--- src/sv/datrie_pkg.sv ---
package datrie_pkg;

	// item field widths
	localparam int OP_W    = 2;
	localparam int IDX_W   = 16;
	localparam int WORD_W  = 32;
	localparam int BYTE_W  = 8;
	localparam int VALUE_W = 31;
	localparam int CFG_IDX_W  = 1;
	localparam int CFG_DATA_W = 16;

	// operation codes
	localparam logic [OP_W-1:0] OP_WRITE = 2'd0;
	localparam logic [OP_W-1:0] OP_KEY   = 2'd1;
	localparam logic [OP_W-1:0] OP_END   = 2'd2;

	// configuration register indexes
	localparam logic [CFG_IDX_W-1:0] CFG_SEARCH_MODE = 1'b0;
	localparam logic [CFG_IDX_W-1:0] CFG_START_NODE  = 1'b1;

	// result kinds
	localparam logic KIND_PREFIX = 1'b0;
	localparam logic KIND_FINAL  = 1'b1;

	typedef enum logic [3:0] {
		ST_CLEAR,
		ST_IDLE,
		ST_BEGIN,
		ST_START_WT,
		ST_CHECK,
		ST_LEAF_WT,
		ST_STEP,
		ST_STEP_WT,
		ST_EMIT
	} state_t;

	typedef struct packed {
		logic accept;     // capture item, perform table write
		logic clr_we;     // clearing pass write
		logic rd_start;   // read entry at start node
		logic rd_leaf;    // read entry at current base
		logic rd_step;    // read entry at transition index
		logic ld_start;   // load current base from start entry
		logic start_oor;  // start node out of table
		logic res_clr;    // no match pending
		logic ld_leaf;    // latch leaf test
		logic ld_step;    // apply transition check
		logic step_fail;  // transition index out of table
		logic emit;       // load output register
		logic end_clear;  // close the key
	} ctrl_cmd_t;

	typedef struct packed {
		logic [OP_W-1:0] op;
		logic started;
		logic failed;
		logic mode;
		logic start_oor;
		logic cb_in_range;
		logic p_in_range;
		logic res_found;
		logic out_free;
		logic clr_done;
	} ctrl_sts_t;

endpackage

--- src/sv/datrie_ctrl.sv ---
module datrie_ctrl (
	input  logic                  clk,
	input  logic                  arst_n,
	input  logic                  in_valid,
	output logic                  in_ready,
	input  datrie_pkg::ctrl_sts_t sts,
	output datrie_pkg::ctrl_cmd_t cmd
);

	datrie_pkg::state_t state_q, state_d;

	always_ff @(posedge clk or negedge arst_n) begin
		if (!arst_n) begin
			state_q <= datrie_pkg::ST_CLEAR;
		end else begin
			state_q <= state_d;
		end
	end

	always_comb begin
		state_d  = state_q;
		cmd      = '0;
		in_ready = 1'b0;
		case (state_q)
			datrie_pkg::ST_CLEAR: begin
				cmd.clr_we = 1'b1;
				if (sts.clr_done) state_d = datrie_pkg::ST_IDLE;
			end
			datrie_pkg::ST_IDLE: begin
				in_ready = 1'b1;
				if (in_valid) begin
					cmd.accept = 1'b1;
					state_d = datrie_pkg::ST_BEGIN;
				end
			end
			datrie_pkg::ST_BEGIN: begin
				// captured op decides; table writes finish at accept
				if (!(sts.op inside {datrie_pkg::OP_KEY, datrie_pkg::OP_END})) begin
					state_d = datrie_pkg::ST_IDLE;
				end else if (sts.started) begin
					state_d = datrie_pkg::ST_CHECK;
				end else if (sts.start_oor) begin
					cmd.start_oor = 1'b1;
					state_d = datrie_pkg::ST_CHECK;
				end else begin
					cmd.rd_start = 1'b1;
					state_d = datrie_pkg::ST_START_WT;
				end
			end
			datrie_pkg::ST_START_WT: begin
				cmd.ld_start = 1'b1;
				state_d = datrie_pkg::ST_CHECK;
			end
			datrie_pkg::ST_CHECK: begin
				cmd.res_clr = 1'b1;
				if (sts.op == datrie_pkg::OP_KEY) begin
					if (sts.failed) begin
						state_d = datrie_pkg::ST_IDLE;
					end else if (sts.mode && sts.cb_in_range) begin
						cmd.rd_leaf = 1'b1;
						state_d = datrie_pkg::ST_LEAF_WT;
					end else begin
						state_d = datrie_pkg::ST_STEP;
					end
				end else begin
					if (!sts.failed && sts.cb_in_range) begin
						cmd.rd_leaf = 1'b1;
						state_d = datrie_pkg::ST_LEAF_WT;
					end else begin
						state_d = datrie_pkg::ST_EMIT;
					end
				end
			end
			datrie_pkg::ST_LEAF_WT: begin
				cmd.ld_leaf = 1'b1;
				if (sts.op == datrie_pkg::OP_KEY) state_d = datrie_pkg::ST_STEP;
				else state_d = datrie_pkg::ST_EMIT;
			end
			datrie_pkg::ST_STEP: begin
				if (sts.p_in_range) begin
					cmd.rd_step = 1'b1;
					state_d = datrie_pkg::ST_STEP_WT;
				end else begin
					cmd.step_fail = 1'b1;
					state_d = sts.res_found ? datrie_pkg::ST_EMIT : datrie_pkg::ST_IDLE;
				end
			end
			datrie_pkg::ST_STEP_WT: begin
				cmd.ld_step = 1'b1;
				state_d = sts.res_found ? datrie_pkg::ST_EMIT : datrie_pkg::ST_IDLE;
			end
			datrie_pkg::ST_EMIT: begin
				if (sts.out_free) begin
					cmd.emit = 1'b1;
					if (sts.op == datrie_pkg::OP_END) cmd.end_clear = 1'b1;
					state_d = datrie_pkg::ST_IDLE;
				end
			end
			default: begin
				state_d = datrie_pkg::ST_IDLE;
			end
		endcase
	end

endmodule

--- config.mk ---
export PLATFORM = sky130hd
export DESIGN_NAME = datrie_ctrl
export DESIGN_NICKNAME = d
export VERILOG_FILES = /design/src/sv/datrie_pkg.sv /design/src/sv/datrie_ctrl.sv
export SDC_FILE = /design/constraint.sdc
export NUM_CORES = 1
export LEC_CHECK = 0
export ABC_AREA = 1
export ABC_CLOCK_PERIOD_IN_PS = 2900
export BUFFER_PORTS_ARGS = -buffer_cell sky130_fd_sc_hd__buf_4
export CORE_UTILIZATION = 40
export CTS_CLUSTER_DIAMETER = 50
export DETAILED_ROUTE_END_ITERATION = 10
export PLACE_DENSITY = 0.8
export SYNTH_ARGS = -nofsm -noshare
export SYNTH_HDL_FRONTEND = slang
export SYNTH_SLANG_ARGS = --single-unit
--- constraint.sdc ---
create_clock -name clk -period 2.9 [get_ports clk]
set_input_delay 0.29 -clock clk [delete_from_list [all_inputs] [get_ports clk]]
set_output_delay 0.29 -clock clk [all_outputs]
set_load 0.02 [all_outputs]
==> out/qor.txt <==
Run status: finished, final reports clean
YS warnings: 0
Syn nets: 112
Power per cell area: 735 nW/µm²
Inst Count DP: 136
Maximum clock frequency: 0.566 GHz
Crit path arrival time: 1.48 ns
Tmin final: 1.77 ns
WS Path Type: reg2out
CTS tree: yes
Combinational group share of total power: 69.1%
Post-Layout Inst Area: 792 µm²
TritonCTS Buffers: 3
Cts repair resizes: 0
Longest Clk Path Bufs: 2
Nets: 145
Routed len/inst: 10.3 µm
Skew final: 0.00213 ns
DR iter-0 viols: 22
Non-filler cells, final: 140
Post-detail-place hpwl: 1.22 mm
Switching share of power: 53.6%
P_leak: 0.000480 µW
Drt drc: 0
Via count of the first global-routing pass: 609
Final critical-path share of the clock period: 60.9%
Req. time, crit path: 2.61 ns
Fillers: 108
Endpoints failing setup: 0
Initial antenna violation count: 0
Largest net degree at the start of global routing: 7
Via count: 678
Fin Setup TNS: 0 ns
Gpl congestion: 0.873
Most common cell after layout, fill and taps aside: buf_4
P_sw: 312 µW
Routed Antenna Nets: 0
Synthesized area: 539 µm²
Seq/Total Area, Yosys: 18.6%
Worst-margin pin slew: 0.261 ns
Slew Limit Fails: 0
Post-CTS Setup Inserts: 0
Starting Density: 46.0%
Largest Register: state_q
Flops & latches, synth: 4
Share of total power in sequential cells: 18.5%
Hold buffers post-CTS: 1
First-pass GRT wire length: 2.45 mm
CP max FO: 5
GRT Overall Usage: 24.4%
Htree depth: 1
Cell Rows: 12
Largest registers: state_q x4
Final WL: 1.45 mm
Core Util, Final: 67.6%
Total gr overflow: 0
Slew margin rel.: 82.5%
Clock power frac: 12.4%
Hold Path Class: in2reg
Final Hold Vio Count: 0
First-pass DRT Iterations: 5
Max cap viols: 0
Largest register FFs: 4
Post-DP Area: 759 µm²
Ratio of cells with drive above 1 in the final layout: 30.2%
Critical Path Sink Type: output pin
Commonest cells after routing, fill and taps aside: 27 x buf_4, 23 x inv_1, 20 x nand2_1
RSZ-0062 raised after global routing: false
Die width: 38.7 µm
Layout overhead on the synthesized area: 46.9%
Internal power: 270 µW
Port buffer count: 27
Core box area: 1170 µm²
Clk slew on worst S/H paths: 0.04 ns
Full die area: 1500 µm²
Antenna diode count: 0
CTS sink count: 4
Syn avg cell area: 5.68 µm²
Post-synth cell types: 19
Die Span Y: 38.7 µm
Num ports: 28
Clk Latency, worst-skew pair: 0.24 ns
Peak VDD IR: 0.000428 V
Via density: 4.84
Syn Inst Count: 95
CTS root buf: clkbuf_4
Type of origin of the critical path: register
## power by group through the flow
stage                     registers (µW)  clock network, µW  logic (µW)
after floorplan                      102                  0         273
after global placement               105                  0         388
after detailed placement             108                  0         396
after CTS                            107               71.2         400
after global routing                 111               76.0         441
final                                108               72.0         402
## synthesized netlist by cell type (all sizes together)
cell type / instances / area, µm²
inv: 24 / 90.1
nand2: 22 / 87.6
nor2: 20 / 90.1
nand3: 9 / 45.0
dfrtp: 4 / 100
nor3: 4 / 31.3
ha: 3 / 37.5
nand4: 2 / 12.5
nor4: 2 / 12.5
a21oi: 1 / 5.00
nand3b: 1 / 7.51
o211ai: 1 / 7.51
o21ai: 1 / 5.00
o21bai: 1 / 7.51
## worst paths after layout
path / start / endpoint / slack, ns / cells after the start
max: state_q[2] / cmd[6] / 1.13 / 6
min reg2reg: state_q[3] / state_q[3] / 0.65 / 2
min: in_valid / state_q[0] / 0.34 / 4
max reg2reg: state_q[2] / state_q[0] / 1.55 / 8
max in group asynchronous: arst_n / state_q[0] / 2.41 / 2
min in group asynchronous: arst_n / state_q[3] / 0.39 / 2
## worst max-delay path, cell delays in order (launching register included)
cell and delay, ns:
dfrtp_1 0.38, inv_1 0.14, nand2_2 0.11, nor2_1 0.17, inv_1 0.08, nor4_1 0.17
buf_4 0.18
## routing by layer
| metal | vias up | share of wire [%] | global-route usage, % |
|---|---|---|---|
| li1 | 356 | - | - |
| met1 | 295 | 44 | 29.0 |
| met2 | 25 | 51 | 40.4 |
| met3 | 2 | 4.4 | 6.94 |
| met4 | 0 | 0.69 | 10.3 |
| met5 | - | 0 | 0 |
## metrics by stage
| step | worst slack, ns | hold slack [ns] | total power (µW) |
|---|---|---|---|
| 2_1_floorplan | 1.18 | -0.00559 | 375 |
| 3_3_place_gp | 1.41 | 0.0871 | 493 |
| 3_5_place_dp | 1.39 | 0.0887 | 505 |
| 4_1_cts | 1.13 | 0.345 | 578 |
| 5_1_grt | 0.951 | 0.363 | 628 |
| 6_report | 1.13 | 0.343 | 582 |
## final cells by class
type                    instances  area [µm²]  area share (%)
flip-flops and latches          4         100            12.6
multi-input cells              67         349            44.1
inverters                      24        90.1            11.4
clock buffers                   3        22.5            2.84
well taps                      14        17.5            2.21
repair buffers                 28         213            26.9
## logic make-up after synthesis
| kind of cell | Yosys count | synth area share [%] |
|---|---|---|
| adder cells (fa/ha/maj) | 3 | 6.96 |
| buffers and inverters | 24 | 16.7 |
| flip-flops | 4 | 18.6 |
| AO/OA/AOI/OAI | 4 | 4.64 |
| AND/OR/NAND/NOR | 60 | 53.1 |
Note: power is estimated with default switching activity, not from simulation.
